`config.mk`:
```
export PLATFORM = sky130hd
export DESIGN_NAME = uart_baud_setting_encoder
export DESIGN_NICKNAME = d
export VERILOG_FILES = /design/src/hdl/ubse_pkg.sv /design/src/hdl/ubse_div.sv /design/src/hdl/uart_baud_setting_encoder.sv
export SDC_FILE = /design/constraint.sdc
export NUM_CORES = 1
export LEC_CHECK = 0
export BUFFER_PORTS_ARGS = -buffer_cell sky130_fd_sc_hd__clkbuf_2
export CAP_MARGIN = 20
export CORE_MARGIN = 2
export CORE_UTILIZATION = 35
export CTS_CLUSTER_DIAMETER = 80
export CTS_CLUSTER_SIZE = 25
export DETAILED_ROUTE_END_ITERATION = 8
export SLEW_MARGIN = 40
export SYNTH_ARGS = -nofsm -noshare
export SYNTH_HDL_FRONTEND = slang
export SYNTH_SLANG_ARGS = --single-unit
```
`constraint.sdc`:
```
create_clock -name clk -period 4.1 [get_ports clk]
set_input_delay 0 -clock clk [delete_from_list [all_inputs] [get_ports clk]]
set_output_delay 0 -clock clk [all_outputs]
set_load 0.02 [all_outputs]
```
`src/hdl/ubse_pkg.sv`:
```
`timescale 1ns / 1ps
// shared constants, widths and the standard rate table for the baud setting encoder
package ubse_pkg;

  localparam int RateW    = 32;
  localparam int MaxRateW = 24;
  localparam int ActualW  = 29;
  localparam int MantW    = 9;
  localparam int ExpW     = 3;
  localparam int StdIdxW  = 5;
  localparam int StdW     = 23;
  localparam int QuoW     = 29;
  localparam int StepW    = 5;

  localparam logic [QuoW-1:0]     ClockBase  = 29'd384000000;
  localparam logic [QuoW-1:0]     MantLimit  = 29'd512;
  localparam logic [MantW-1:0]    MantTrim   = 9'd511;
  localparam logic [ExpW-1:0]     ExpMax     = 3'd7;
  localparam logic [7:0]          DivMark    = 8'h80;
  localparam logic [StdIdxW-1:0]  StdCount   = 5'd25;
  localparam logic [StepW-1:0]    DivLast    = 5'(QuoW - 1);
  localparam logic [MaxRateW-1:0] MaxRateRst = 24'd12000000;

  function automatic logic [StdW-1:0] std_rate(input logic [StdIdxW-1:0] idx);
    logic [StdW-1:0] r;
    unique case (idx)
      5'd0:    r = 23'd75;
      5'd1:    r = 23'd150;
      5'd2:    r = 23'd300;
      5'd3:    r = 23'd600;
      5'd4:    r = 23'd1200;
      5'd5:    r = 23'd1800;
      5'd6:    r = 23'd2400;
      5'd7:    r = 23'd3600;
      5'd8:    r = 23'd4800;
      5'd9:    r = 23'd7200;
      5'd10:   r = 23'd9600;
      5'd11:   r = 23'd14400;
      5'd12:   r = 23'd19200;
      5'd13:   r = 23'd28800;
      5'd14:   r = 23'd38400;
      5'd15:   r = 23'd57600;
      5'd16:   r = 23'd115200;
      5'd17:   r = 23'd230400;
      5'd18:   r = 23'd460800;
      5'd19:   r = 23'd614400;
      5'd20:   r = 23'd921600;
      5'd21:   r = 23'd1228800;
      5'd22:   r = 23'd2457600;
      5'd23:   r = 23'd3000000;
      5'd24:   r = 23'd6000000;
      default: r = 23'd0;
    endcase
    return r;
  endfunction

endpackage

```
`src/hdl/ubse_div.sv`:
```
`timescale 1ns / 1ps
// restoring divider, fixed clock base dividend over a 32-bit divisor, one bit per cycle
module ubse_div (
  input  logic                          clk,
  input  logic                          rst,
  input  logic                          start,
  input  logic [ubse_pkg::RateW-1:0]    divisor,
  output logic                          done,
  output logic [ubse_pkg::QuoW-1:0]     quotient
);

  logic                          busy;
  logic [ubse_pkg::StepW-1:0]    cnt;
  logic [ubse_pkg::RateW-1:0]    rem;
  logic [ubse_pkg::QuoW-1:0]     quo;
  logic [ubse_pkg::RateW-1:0]    dvsr;
  logic [ubse_pkg::RateW:0]      trial;
  logic                          fits;

  assign trial    = {rem, quo[ubse_pkg::QuoW-1]};
  assign fits     = trial >= {1'b0, dvsr};
  assign quotient = quo;

  always_ff @(posedge clk) begin
    if (rst) begin
      busy <= 1'b0;
      done <= 1'b0;
    end else begin
      done <= 1'b0;
      if (start) begin
        busy <= 1'b1;
      end else if (busy && cnt == '0) begin
        busy <= 1'b0;
        done <= 1'b1;
      end
    end
  end

  always_ff @(posedge clk) begin
    if (start) begin
      cnt  <= ubse_pkg::DivLast;
      rem  <= '0;
      quo  <= ubse_pkg::ClockBase;
      dvsr <= divisor;
    end else if (busy) begin
      cnt <= cnt - 1'b1;
      if (fits) begin
        rem <= ubse_pkg::RateW'(trial - {1'b0, dvsr});
      end else begin
        rem <= trial[ubse_pkg::RateW-1:0];
      end
      quo <= {quo[ubse_pkg::QuoW-2:0], fits};
    end
  end

endmodule

```
`src/hdl/uart_baud_setting_encoder.sv`:
```
`timescale 1ns / 1ps
// top level: caps the request, scans the standard rates and builds the setting word
//
//  channel  | dir | handshake                 | payload
//  s_axis   | in  | s_axis_tvalid/tready      | tdata[31:0] requested_baud
//  m_axis   | out | m_axis_tvalid/tready      | tdata word+actual, tuser used_divisor
//  cfg      | in  | cfg_valid/cfg_ready       | cfg_data[23:0] max_rate
//
// direct form: when the capped rate is a standard rate, the result follows the first division
// divisor form: otherwise the first quotient is normalized and divided again; each division is
// 29 one-bit steps and then a done strobe, normalize shifts the mantissa right by two per step,
// trims it at the top exponent and then leaves; the table scan overlaps the first division
// rst is synchronous, clears the sequencer and loads max_rate with 12000000
// s_axis_tready is high only while idle; a result holds until m_axis_tready
module uart_baud_setting_encoder (
  input  logic                             clk,
  input  logic                             rst,
  input  logic                             s_axis_tvalid,
  output logic                             s_axis_tready,
  input  logic [31:0]                      s_axis_tdata,  // requested_baud
  output logic                             m_axis_tvalid,
  input  logic                             m_axis_tready,
  output logic [63:0]                      m_axis_tdata,  // setting_word, actual_baud, 3'b0
  output logic                             m_axis_tuser,  // used_divisor
  input  logic                             cfg_valid,
  output logic                             cfg_ready,
  input  logic [ubse_pkg::MaxRateW-1:0]    cfg_data
);

  localparam logic [2:0] ST_IDLE = 3'd0;
  localparam logic [2:0] ST_DIV1 = 3'd1;
  localparam logic [2:0] ST_NORM = 3'd2;
  localparam logic [2:0] ST_DIV2 = 3'd3;
  localparam logic [2:0] ST_OUT  = 3'd4;

  logic [2:0]                        state;
  logic [ubse_pkg::MaxRateW-1:0]     max_rate;
  logic [ubse_pkg::RateW-1:0]        rate;
  logic [ubse_pkg::RateW-1:0]        capped;
  logic [ubse_pkg::StdIdxW-1:0]      scan_idx;
  logic                              found;
  logic [ubse_pkg::QuoW-1:0]         mant;
  logic [ubse_pkg::ExpW-1:0]         expo;
  logic [31:0]                       word;
  logic [ubse_pkg::ActualW-1:0]      actual;
  logic                              used;
  logic                              div_start;
  logic                              div_done;
  logic [ubse_pkg::RateW-1:0]        div_divisor;
  logic [ubse_pkg::QuoW-1:0]         div_quo;
  logic                              in_fire;
  logic                              norm_end;

  assign cfg_ready     = 1'b1;
  assign s_axis_tready = (state == ST_IDLE);
  assign in_fire       = s_axis_tvalid && s_axis_tready;
  assign m_axis_tvalid = (state == ST_OUT);
  assign m_axis_tdata  = {3'b000, actual, word};
  assign m_axis_tuser  = used;

  assign capped = (max_rate != '0 && s_axis_tdata > {8'b0, max_rate})
                ? {8'b0, max_rate} : s_axis_tdata;

  assign norm_end = (state == ST_NORM) && (mant < ubse_pkg::MantLimit);

  assign div_start   = in_fire || norm_end;
  assign div_divisor = (state == ST_IDLE) ? capped : 32'(mant);

  ubse_div u_div (
    .clk      (clk),
    .rst      (rst),
    .start    (div_start),
    .divisor  (div_divisor),
    .done     (div_done),
    .quotient (div_quo)
  );

  always_ff @(posedge clk) begin
    if (rst) begin
      max_rate <= ubse_pkg::MaxRateRst;
    end else if (cfg_valid && cfg_ready) begin
      max_rate <= cfg_data;
    end
  end

  always_ff @(posedge clk) begin
    if (rst) begin
      state <= ST_IDLE;
    end else begin
      unique case (state)
        ST_IDLE: begin
          if (in_fire) begin
            state <= ST_DIV1;
          end
        end
        ST_DIV1: begin
          if (div_done) begin
            state <= found ? ST_OUT : ST_NORM;
          end
        end
        ST_NORM: begin
          if (norm_end) begin
            state <= ST_DIV2;
          end
        end
        ST_DIV2: begin
          if (div_done) begin
            state <= ST_OUT;
          end
        end
        ST_OUT: begin
          if (m_axis_tready) begin
            state <= ST_IDLE;
          end
        end
        default: state <= ST_IDLE;
      endcase
    end
  end

  always_ff @(posedge clk) begin
    unique case (state)
      ST_IDLE: begin
        rate     <= capped;
        scan_idx <= '0;
        found    <= 1'b0;
        expo     <= '0;
      end
      ST_DIV1: begin
        if (scan_idx != ubse_pkg::StdCount) begin
          scan_idx <= scan_idx + 1'b1;
          if (rate == 32'(ubse_pkg::std_rate(scan_idx))) begin
            found <= 1'b1;
          end
        end
        if (div_done) begin
          mant   <= (div_quo == '0) ? 29'd1 : div_quo;
          word   <= rate;
          actual <= rate[ubse_pkg::ActualW-1:0];
          used   <= 1'b0;
        end
      end
      ST_NORM: begin
        if (mant >= ubse_pkg::MantLimit) begin
          if (expo != ubse_pkg::ExpMax) begin
            mant <= {2'b00, mant[ubse_pkg::QuoW-1:2]};
            expo <= expo + 1'b1;
          end else begin
            mant <= 29'(ubse_pkg::MantTrim);
          end
        end
      end
      ST_DIV2: begin
        if (div_done) begin
          word   <= {ubse_pkg::DivMark, 8'h00, 4'h0, expo, mant[8:0]};
          actual <= div_quo >> {expo, 1'b0};
          used   <= 1'b1;
        end
      end
      ST_OUT: begin
      end
      default: begin
      end
    endcase
  end

endmodule
```
Yosys cells after proc, flatten, opt, wreduce, memory -nomap -nowiden
Memory sizes are Yosys's and may differ from the RTL's. A register that Yosys moved wholly into a read port is not among the register bits.
Cells that the tools add are included.
{"block": "op_classes", "add_sub_neg": 4, "n_lt_le_gt_ge": 4, "eq_ne": 16, "n_shift": 1, "muxes": 38, "reduce_logical": 21}
{"op": "$mux W29", "count": 6}
{"op": "$mux W32", "count": 4}
{"op": "$pmux W29 S2", "count": 2}
{"op": "$pmux W32 S2", "count": 1}
{"op": "$mux W23", "count": 2}
{"op": "$ge A33 B32 Y1", "count": 1}
{"op": "$eq A32 B23 Y1", "count": 1}
{"op": "$gt A32 B24 Y1", "count": 1}
{"op": "$sub A32 B32 Y32", "count": 1}
{"op": "$ge A29 B10 Y1 const B", "count": 1}
{"op": "$logic_not A29 Y1", "count": 1}
{"op": "$lt A29 B10 Y1 const B", "count": 1}
{"op": "$shr A29 B4 Y29", "count": 1}
{"op": "$mux W27", "count": 1}
{"op": "$mux W3", "count": 8}
{"op": "$reduce_bool A24 Y1", "count": 1}
{"op": "$pmux W3 S5", "count": 1}
{"op": "$ne A2 B1 Y1 const B", "count": 6}
{"op": "$reduce_and A3 Y1", "count": 4}
{"op": "$mux W5", "count": 2}
{"op": "$pmux W5 S2", "count": 1}
{"op": "$reduce_bool A2 Y1", "count": 5}
{"op": "$mux W1", "count": 7}
{"op": "$eq A3 B2 Y1 const B", "count": 2}
{"op": "17 further kinds", "count": 23}
{"block": "word_totals", "ff_bits": 259, "rom_bits": 736, "in_bits": 61, "out_inout_bits": 68, "wordCells": 102, "mem_count": 1}
{"name": "(no name shown)", "words": 32, "width": 23, "rd": 1, "rd_ports_with_merged_regs": 1, "wr": 0, "line_no": "ubse_pkg.sv:26", "text": "unique case (idx)"}

Longest topological paths before layout
{"block": "logic_depth", "word_depth": 7, "mapped_depth": 16, "depth_no_buf": 13}

Modules after synthesis
Synthesis repeated with hierarchy kept, for this count alone.
{"block": "hier_totals", "hier_cells": 1559, "area_unflattened_um2": 15531.1}
{"mod": "uart_baud_setting_encoder", "instances": 1, "cells_per_inst": 968, "area_each_um2": 10024.6, "seq_area_each_um2": 4964.8}
{"mod": "ubse_div", "instances": 1, "cells_per_inst": 591, "area_each_um2": 5506.5, "seq_area_each_um2": 2322.2}

Worst setup path after synthesis
Ideal clock, no wire load.
{"block": "synth_path", "path_type": "register to register", "from": "register state[0]", "to": "register mant[0] (netlist bit) (enable)", "setup_time_ns": 0.455, "arrival_ns": 2.876, "required_ns": 3.645, "path_slack_ns": 0.768, "path_stages_with_launch": 6, "n_path_buf": 2, "period_less_slack_ns": 3.332, "cell_sequence": "dfxtp_1 > buf_4 > and2b_1 > nand2b_1 > buf_4 > o21ai_0"}
{"block": "synth_between", "elab_chain_len": 3, "elab_cells_between_ends": 6, "cone_classes": "4 x eq/ne; 2 x reduce/logical"}
{"item": "from (decl)", "line_no": "uart_baud_setting_encoder.sv:36", "text": "logic [2:0] state;"}
{"item": "from (signal assigned)", "line_no": "uart_baud_setting_encoder.sv:98", "text": "state <= found ? ST_OUT : ST_NORM;"}
{"item": "$eq A3 B2 Y1 or $eq A3 B1 Y1 (tied branches)", "line_no": "uart_baud_setting_encoder.sv:122", "text": "unique case (state)"}
{"item": "$ne A2 B1 Y1 (no line) or $reduce_bool A2 Y1 (tied branches)"}
{"item": "$reduce_and A3 Y1 (no line) (*)"}
{"item": "to (signal assigned)", "line_no": "uart_baud_setting_encoder.sv:137", "text": "mant <= (div_quo == '0) ? 29'd1 : div_quo;"}
{"item": "to (signal assigned)", "line_no": "uart_baud_setting_encoder.sv:146", "text": "mant <= {2'b00, mant[ubse_pkg::QuoW-1:2]};"}
{"item": "to (signal assigned)", "line_no": "uart_baud_setting_encoder.sv:149", "text": "mant <= 29'(ubse_pkg::MantTrim);"}
{"item": "to (decl)", "line_no": "uart_baud_setting_encoder.sv:42", "text": "logic [ubse_pkg::QuoW-1:0] mant;"}
Every way passes the cells marked *; elsewhere a longest branch is shown, timed or not.
A chain may end at the register's enable or synchronous reset.

Worst setup path in the final report
{"block": "layout_path", "from": "register u_div.dvsr[7] (netlist bit)", "to": "register u_div.rem[2] (netlist bit)"}
{"block": "layout_between", "elab_chain_len": 2}
{"item": "from (decl)", "line_no": "ubse_div.sv:16", "text": "logic [ubse_pkg::RateW-1:0] dvsr;"}
{"item": "from (signal assigned)", "line_no": "ubse_div.sv:44", "text": "dvsr <= divisor;"}
{"item": "$ge A33 B32 Y1", "line_no": "ubse_div.sv:21", "text": "assign fits = trial >= {1'b0, dvsr};"}
{"item": "$mux W32", "line_no": "ubse_div.sv:47", "text": "if (fits) begin"}
{"item": "to (signal assigned)", "line_no": "ubse_div.sv:48", "text": "rem <= ubse_pkg::RateW'(trial - {1'b0, dvsr});"}
{"item": "to (signal assigned)", "line_no": "ubse_div.sv:50", "text": "rem <= trial[ubse_pkg::RateW-1:0];"}
{"item": "to (decl)", "line_no": "ubse_div.sv:14", "text": "logic [ubse_pkg::RateW-1:0] rem;"}
No other way between the ends.

==> results.sh <==
export IMPL_drc=0
export IMPL_p_leak_nw=7.02
export IMPL_setup_slack_ns=1.01
export IMPL_syn_area_um2=15200
export IMPL_synthAdderAreaFrac_pct=5.55
export IMPL_min_path_type="in -> reg"
export IMPL_ys_types=80
export IMPL_routed_wl_mm=42.3
export IMPL_pwr_share_clk_pct=23.5
export IMPL_start_util_pct=35.5
export IMPL_intPower_w=0.00564
export IMPL_setup_viol=0
export IMPL_syn_avg_cell_area_um2=10.3
export IMPL_synth_top_area_share_pct=32.3
export IMPL_post_dp_cell_area_um2=16400
export IMPL_track_usage_pct=18.5
export IMPL_placementRows=76
export IMPL_timing_slew_headroom_pct=46.8
export IMPL_power_density_nw_per_um2=497
export IMPL_vias_per_cell=5.28
export IMPL_seq_power_share_pct=42.9
export IMPL_vias=11700
export IMPL_final_cell_mix="edfxtp_1 (164), nand2_1 (125), nor2_1 (123), clkbuf_2 (123), dfxtp_1 (117)"
export IMPL_slew_viol_final=0
export IMPL_synthSimpleGateAreaFrac_pct=13.6
export IMPL_worstSetupPathType="reg -> reg"
export IMPL_synth_top_cells_by_area="edfxtp_1 (32%), dfxtp_1 (15%), ha_1 (5.4%)"
export IMPL_vdd_ir_drop_max_v=0.000256
export IMPL_cap_violations=0
export IMPL_fp_coreArea_um2=43000
export IMPL_synth_mux_area_share_pct=11.2
export IMPL_clock_root_buffer="clkbuf_16"
export IMPL_clockBufferDepth=3
export IMPL_grt_overflow_total=0
export IMPL_tritoncts="built"
export IMPL_comb_power_share_pct=33.7
export IMPL_pin_count=129
export IMPL_drtAntennaViolNets=0
export IMPL_synth_compound_area_share_pct=13.8
export IMPL_synth_async_reset_ratio_pct=0
export IMPL_start_kind="flip-flop"
export IMPL_arrival_ns=3.54
export IMPL_status="finished, final reports clean"
export IMPL_yosys_warnings=0
export IMPL_dp_hpwl_mm=31.9
export IMPL_synth_top_family_by_area="compound AO/OA/AOI/OAI gates"
export IMPL_min_period_ns=3.09
export IMPL_antenna_cells=0
export IMPL_cts_clk_slew_worst_paths_ns=0.10
export IMPL_synth_edff_count=164
export IMPL_first_iter_violations=1106
export IMPL_synth_area_leader_cell="edfxtp_1"
export IMPL_syn2layout_area_growth_pct=15.7
export IMPL_antenna_found_initial=3
export IMPL_tightestPinTransition_ns=0.791
export IMPL_max_freq_mhz=324
export IMPL_numCtsBuffers=18
export IMPL_dieArea_um2=45200
export IMPL_htreeDepth=1
export IMPL_fin_setup_tns_ns=0
export IMPL_rsz0062_at_grt="no"
export IMPL_report_final_hold_viol_count=0
export IMPL_ys_seq_elements=282
export IMPL_path_max_fanout=32
export IMPL_final_nets=1751
export IMPL_synth_seq_area_share_pct=47.8
export IMPL_synth_xor_area_share_pct=3.45
export IMPL_wl_per_cell_um=19.1
export IMPL_grt_pass1_vias=10900
export IMPL_syn_inst=1481
export IMPL_clk_latency_ns=0.53
export IMPL_cts_sinks=282
export IMPL_ys_flop_type="edfxtp_1"
export IMPL_drive_above_1_share_pct=16.6
export IMPL_switchingPower_w=0.00313
export IMPL_dr_pass1_iters=5
export IMPL_crit_required_ns=4.55
export IMPL_post_cts_resize_count=0
export IMPL_post_route_period_util_pct=75.4
export IMPL_die_y_um=213
export IMPL_cp_end_kind="flip-flop"
export IMPL_clock_skew_ns=0.0250
export IMPL_io_buffers=124
export IMPL_stdcell_area_um2=17600
export IMPL_dieWidth_um=213
export IMPL_place_gp_congestion=0.887
export IMPL_dp_slack_ns=1.08
export IMPL_grt_pass1_wl_mm=64.7
export IMPL_layout_commonest_cell="edfxtp_1"
export IMPL_p_sw_share_pct=35.7
export IMPL_grt_max_degree=63
## cells in the mapped netlist, drive strengths merged (3+ instances only)
cell / count
edfxtp: 164
nor2: 127
nand2: 125
dfxtp: 118
a21oi: 100
o21ai: 84
inv: 81
mux2i: 77
ha: 66
mux2: 60
clkbuf: 55
xnor2: 33
and2: 32
nor4: 30
buf: 27
xor2: 27
nor3: 23
nand4: 21
o211ai: 21
o21bai: 19
a211oi: 17
a22o: 17
a21o: 16
nand3: 16
nor2b: 16
mux4: 11
nand2b: 11
a31oi: 8
o21a: 8
a22oi: 6
and3: 5
or3: 5
a221oi: 4
o211a: 4
or2: 4
a211o: 3
clkinv: 3
nand3b: 3
o22ai: 3
## cell type report
type | instances | area, um^2
fill | 4228 | 25300
sequential | 282 | 7290
multi-input combinational | 1035 | 7290
timing repair buffer | 202 | 1370
tap | 585 | 732
clock buffer | 23 | 500
inverter | 84 | 315
clock inverter | 9 | 133
## registers in the layout, indices dropped and copies added (netlist names), 5 cells and up, named ones only
name	count
actual	29
mant	29
max_rate	24
rate	32
scan_idx	5
u_div.cnt	5
u_div.dvsr	32
u_div.quotient	29
u_div.rem	32
word	32
## worst max-delay path, cell delays in order, from the launching register on
cell	delay, ns
edfxtp_1	0.36
inv_1	0.05
ha_1	0.39
nand4_2	0.17
or4_1	0.61
nor4_2	0.39
a2111oi_4	0.11
o21ai_2	0.11
a41oi_4	0.04
buf_4	0.26
nor3_1	0.25
a21oi_1	0.07
a21oi_1	0.15
## layer usage
metal	global-route usage, %	part of all wire [%]	up-vias
met1	27.9	48	5673
met3	2.40	6.3	34
met5	0	0	-
li1	-	-	5637
met4	3.50	1.5	0
met2	28.5	44	374
## repair_timing
action                                  in CTS  in global routing
endpoints found under the hold margin       77                  0
setup buffers                                0                  0
hold buffers                                57                  0
endpoints found under the setup margin       0                  0
## per-stage QoR
step	utilization [%]	std cells	hold WS, ns	total power (W)
final	41.0	2220	0.0187	0.00877
after floorplan	-	1483	0.126	0.00598
after detailed placement	38.2	2130	0.222	0.00669
after global placement	38.2	2130	0.226	0.00665
after CTS	41.0	2219	0.00514	0.00878
after global routing	41.0	2220	0.0281	0.00927
## cell families after synthesis
kind of cell	count (synthesis)
buffers and inverters	166
XOR/XNOR	60
flip-flops	282
AND/OR/NAND/NOR	430
other	2
AO/OA/AOI/OAI	326
adder cells (fa/ha/maj)	67
multiplexers	148
## power by group through the flow
stage          clock [W]  combinational (W)  sequential (W)
6_report         0.00206            0.00295         0.00376
5_1_grt          0.00219            0.00328         0.00380
4_1_cts          0.00209            0.00293         0.00376
3_5_place_dp           0            0.00286         0.00382
3_3_place_gp           0            0.00284         0.00382
2_1_floorplan          0            0.00234         0.00364
## worst paths after layout
path | from | endpoint | slack (ns) | cells after the start
setup / recovery | u_div.dvsr[7] | u_div.rem[2] | 1.01 | 12
hold / removal | rst | max_rate[7] | 0.02 | 2
setup reg to reg | u_div.dvsr[7] | u_div.rem[2] | 1.01 | 12
hold reg to reg | u_div.cnt[1] | u_div.cnt[1] | 0.50 | 2
(Power assumes the default switching activity.)
